==> src/hdl/dnms_pkg.sv <==
// -----------------------------------------------------------------------------
// dnms_pkg
// Types and constants shared by the per-class NMS block and its submodules.
// -----------------------------------------------------------------------------
package dnms_pkg;

   localparam int ROW_HEAD    = 5;
   localparam int BOX_FIELDS  = 4;
   localparam int MAX_CLASSES = 128;
   localparam int ONE_Q16     = 65536;
   // Cycles from the last suppression read until its alive bit is settled.
   localparam int SUP_DRAIN   = 6;

   localparam logic [3:0] REG_NUM_CLASSES = 4'd0;
   localparam logic [3:0] REG_SCORE_THR   = 4'd1;
   localparam logic [3:0] REG_IOU_THR     = 4'd2;
   localparam logic [3:0] REG_TOP_K       = 4'd3;

   localparam logic [7:0]  NUM_CLASSES_RST = 8'd80;
   localparam logic [16:0] SCORE_THR_RST   = 17'd16384;
   localparam logic [16:0] IOU_THR_RST     = 17'd29491;
   localparam logic [6:0]  TOP_K_RST       = 7'd64;

   typedef struct packed {
      logic signed [31:0] left;
      logic signed [31:0] top;
      logic signed [31:0] right;
      logic signed [31:0] bottom;
      logic [16:0]        score;
      logic [6:0]         cls;
   } cand_type;

   typedef struct packed {
      logic alive_init;
      logic sel_clear;
      logic rd_en;
      logic rd_sup;
      logic pick;
      logic finish;
   } cmd_type;

   typedef struct packed {
      logic busy;
      logic sel_found;
      logic pend_v;
      logic out_v;
   } sts_type;

endpackage

==> src/hdl/dnms_ctrl.sv <==
// -----------------------------------------------------------------------------
// dnms_ctrl
// Sequencer: row intake, frame-end drain, selection and suppression scans.
// -----------------------------------------------------------------------------
module dnms_ctrl #(
   parameter int CW = 7,
   parameter int AW = 6
) (
   input  logic              clock,
   input  logic              reset,
   input  logic              req_valid,
   input  logic              req_frame_last,
   output logic              req_ready,
   input  dnms_pkg::sts_type sts,
   input  logic [CW-1:0]     cnt,
   output dnms_pkg::cmd_type cmd,
   output logic [AW-1:0]     rd_addr
);

   typedef enum logic [2:0] {ST_IDLE, ST_DRAIN, ST_SEL, ST_DECIDE, ST_SUP} state_type;

   state_type   state_ff, state_in;
   logic [CW-1:0] scan_ff, scan_in;
   logic [2:0]  wait_ff, wait_in;
   logic        scan_more;

   assign scan_more = scan_ff < cnt;
   assign rd_addr   = scan_ff[AW-1:0];
   assign req_ready = (state_ff == ST_IDLE);

   always_comb begin
      state_in = state_ff;
      scan_in  = scan_ff;
      wait_in  = wait_ff;
      cmd      = '0;
      case (state_ff)
         ST_IDLE: begin
            if (req_valid && req_frame_last) begin
               state_in = ST_DRAIN;
            end
         end
         ST_DRAIN: begin
            // The last row may still be on its way into the candidate store.
            if (!sts.busy) begin
               cmd.alive_init = 1'b1;
               cmd.sel_clear  = 1'b1;
               scan_in        = '0;
               state_in       = ST_SEL;
            end
         end
         ST_SEL: begin
            if (scan_more) begin
               cmd.rd_en = 1'b1;
               scan_in   = scan_ff + 1'b1;
            end else begin
               state_in = ST_DECIDE;
            end
         end
         ST_DECIDE: begin
            if (sts.sel_found) begin
               if (!(sts.pend_v && sts.out_v)) begin
                  cmd.pick = 1'b1;
                  scan_in  = '0;
                  wait_in  = '0;
                  state_in = ST_SUP;
               end
            end else if (!sts.out_v) begin
               cmd.finish = 1'b1;
               state_in   = ST_IDLE;
            end
         end
         ST_SUP: begin
            if (scan_more) begin
               cmd.rd_en  = 1'b1;
               cmd.rd_sup = 1'b1;
               scan_in    = scan_ff + 1'b1;
            end else if (wait_ff == 3'(dnms_pkg::SUP_DRAIN)) begin
               cmd.sel_clear = 1'b1;
               scan_in       = '0;
               state_in      = ST_SEL;
            end else begin
               wait_in = wait_ff + 1'b1;
            end
         end
         default: begin
            state_in = ST_IDLE;
         end
      endcase
   end

   always_ff @(posedge clock) begin
      if (reset) begin
         state_ff <= ST_IDLE;
         scan_ff  <= '0;
         wait_ff  <= '0;
      end else begin
         state_ff <= state_in;
         scan_ff  <= scan_in;
         wait_ff  <= wait_in;
      end
   end

endmodule

==> config.mk <==
export PLATFORM = sky130hd
export DESIGN_NAME = dnms_ctrl
export DESIGN_NICKNAME = d
export VERILOG_FILES = /design/src/hdl/dnms_pkg.sv /design/src/hdl/dnms_ctrl.sv
export SDC_FILE = /design/constraint.sdc
export NUM_CORES = 1
export LEC_CHECK = 0
export BUFFER_PORTS_ARGS = -buffer_cell sky130_fd_sc_hd__buf_2
export CAP_MARGIN = 40
export CORE_MARGIN = 2
export CORE_UTILIZATION = 53
export CTS_CLUSTER_DIAMETER = 30
export DETAILED_ROUTE_END_ITERATION = 7
export PLACE_DENSITY = 0.79
export SYNTH_ARGS = -nofsm -noshare
export SYNTH_HDL_FRONTEND = slang
export SYNTH_SLANG_ARGS = --single-unit
==> constraint.sdc <==
create_clock -name clock -period 2.4 [get_ports clock]
set_input_delay 0.24 -clock clock [delete_from_list [all_inputs] [get_ports clock]]
set_output_delay 0.24 -clock clock [all_outputs]
set_load 0.03 [all_outputs]
==> reports/summary.txt <==
Maximum vdd drop -> 0.000532 V
Clock sinks -> 13
Slew HR -> 0.668
Final Hold Vio Count -> 0
TritonRoute pass-1 iters -> 4
Post-route insts no fill -> 202
RSZ-0062 raised after global routing -> false
Die Span Y -> 51.6 um
IO buf count -> 27
Largest net degree at the start of global routing -> 18
Root Buffer -> clkbuf_4
Period utilization -> 0.956
Total number of vias -> 1197
Fin Clk Skew -> 0.00112 ns
Highest achievable clock rate -> 0.436 GHz
Largest fanout on the critical path -> 12
Asr flop ratio synth -> 0
FF+latch count, synth -> 13
Combinational family with the most area after synthesis -> compound AO/OA/AOI/OAI gates
GPL Wtd Cong -> 0.915
Post-DP Area -> 1310 um^2
Final wirelength -> 2910 um
Mapped Nets -> 176
CP required -> 2.16 ns
Antenna-violating nets left -> 0
Post-CTS Setup Inserts -> 0
Reg-to-reg startpoint -> state_ff[1]
WHS -> 0.344 ns
Seq/Total Area, Yosys -> 0.217
Die W -> 51.6 um
Hpwl dp -> 2260 um
Antenna diodes -> 0
Min-Delay Path Class -> in -> reg
Post-synthesis simple-gate area fraction -> 0.253
Total CTS buffers -> 3
Area leader, netlist -> dfxtp_1
Clock latency at the later pin of the worst-skew pair -> 0.28 ns
Clock Pin Slew Worst Setup and Hold Paths -> 0.09 ns
TNS Setup -> 0 ns
H-tree lvl count -> 1
Number of global-route vias before repair -> 1095
Post-synthesis compound-gate area fraction -> 0.299
Adder-Cell Fraction of Synth Area -> 0.0939
Storage cell area -> 262 um^2
Num rows -> 17
Xor/xnor share of the synthesized area -> 0
Commonest non-fill, non-tap cells in the layout -> buf_2, inv_1, dfxtp_1, nand2_1
WS Path Type -> reg -> out
Crit path from -> state_ff[1]
Leak Pwr -> 0.000568 uW
Hold Startpoint -> reset
Antenna violations before repair -> 0
Count of filler cells inserted in the layout -> 215
Mux share of post-synthesis cell area -> 0.0271
Ys flop type -> dfxtp_1
YS warnings -> 0
Total track usage -> 0.235
Syn-to-layout area delta -> 12.4%
Detailed Route Iter0 Violations -> 22
First-pass GRT wire length -> 4750 um
Die area -> 2660 um^2
Cell count after placement -> 198
Initial Util -> 0.552
Synth top area cells -> dfxtp_1, ha_1, inv_1
Number of flops mapped to enable cells by yosys -> 0
# IOs -> 28
CP arrival -> 2.05 ns
Tightest Pin Transition -> 0.497 ns
Area of the multi-input gates -> 817 um^2
Most common cell after layout, fill and taps aside -> buf_2
Worst setup EP type -> primary output
DRC -> 0
Max Cap Viol -> 0
Max clock buf depth -> 2
Setup Viol. Count Final -> 0
Max Slew Vio Count -> 0
Critical path startpoint category -> flip-flop
Design area -> 1350 um^2
Synth Instances -> 152
Cell Pwr Density -> 563 nW/um^2
Core ar. -> 2170 um^2
Via/cell ratio -> 5.93
Mapped Area -> 1200 um^2
TritonCTS clock tree -> built
Gr ovfl total -> 0
Wire length per cell -> 14.4 um
Layout cell share with drive strength beyond 1 -> 0.270
Status -> completed
Mean area per synthesized cell -> 7.89 um^2
Nets@finish -> 199
Top cell type's share of synthesized area -> 0.217
Synth cell types -> 50
Crit path time final -> 2.29 ns
==> flip-flops by register name, summed over array words and instances (netlist names) <==
| signal | count |
|---|---|
| wait_ff | 3 |
| state_ff | 3 |
| scan_ff | 7 |
==> critical path, cell delays in order (launching register included) <==
cell      delay [ns]
dfxtp_1         0.60
nor2b_1         0.31
nand2b_1        0.15
a221oi_4        0.44
buf_2           0.28
==> routing by layer <==
layer	vias up	GRT usage	routed length, um
li1	596	-	-
met1	571	0.289	1320
met2	30	0.436	1500
met3	0	0.0259	86
met4	0	0.0570	0
met5	-	0	0
==> timing repair <==
item,in CTS,in global routing
endpoints found under the setup margin,1,2
hold buffers,0,0
gates resized for setup,2,3
pin swaps,0,0
endpoints found under the hold margin,0,0
==> worst paths after layout <==
kind	cells after the start	end	slack [ns]
min reg2reg	2	scan_ff[5]	0.58
max reg2reg	5	scan_ff[3]	0.42
min	2	state_ff[1]	0.34
max	4	cmd[3]	0.11
==> kinds of logic (layout without fill, tap and decap cells) <==
group / count (synthesis) / in the layout
buf+inv: 26 / 48
fa+ha+maj: 9 / 9
mux: 3 / 3
flops: 13 / 13
compound gates: 47 / 47
simple gates: 54 / 54
==> per-stage QoR <==
stage / utilization / power [uW] / worst slack [ns]
floorplan: - / 552 / 0.182
global placement: 0.603 / 608 / 0.277
detailed placement: 0.603 / 617 / 0.150
CTS: 0.616 / 758 / 0.0693
global route: 0.621 / 808 / 0.0124
finish: 0.621 / 759 / 0.106
==> power breakdown <==
part           leakage (uW)  switching, uW  internal (uW)
logic              0.000445            207            125
clock network     0.0000177           80.1           61.7
registers          0.000106           52.8            232
total              0.000568            340            419
==> cell usage after synthesis, types with 2 or more instances <==
cell,count
nor3_1,5
a31oi_1,3
nand2_1,11
nor2_1,8
mux2_2,2
nand2b_1,5
nor2b_1,5
ha_1,9
dfxtp_1,13
nand4_1,2
nor3b_1,3
a21oi_1,10
and2b_1,2
a211oi_1,5
o21ai_0,7
a211o_1,2
inv_1,15
o31ai_1,3
a211oi_2,2
buf_4,7
nand3_1,4
==> layout make-up <==
class | count | area share
clock buffer | 3 | 0.0167
clock inverter | 1 | 0.00371
inverter | 15 | 0.0418
multi-input combinational | 113 | 0.606
sequential | 13 | 0.194
tap | 28 | 0.0260
timing repair buffer | 29 | 0.111
No activity file was read; power rests on OpenSTA's default activity.
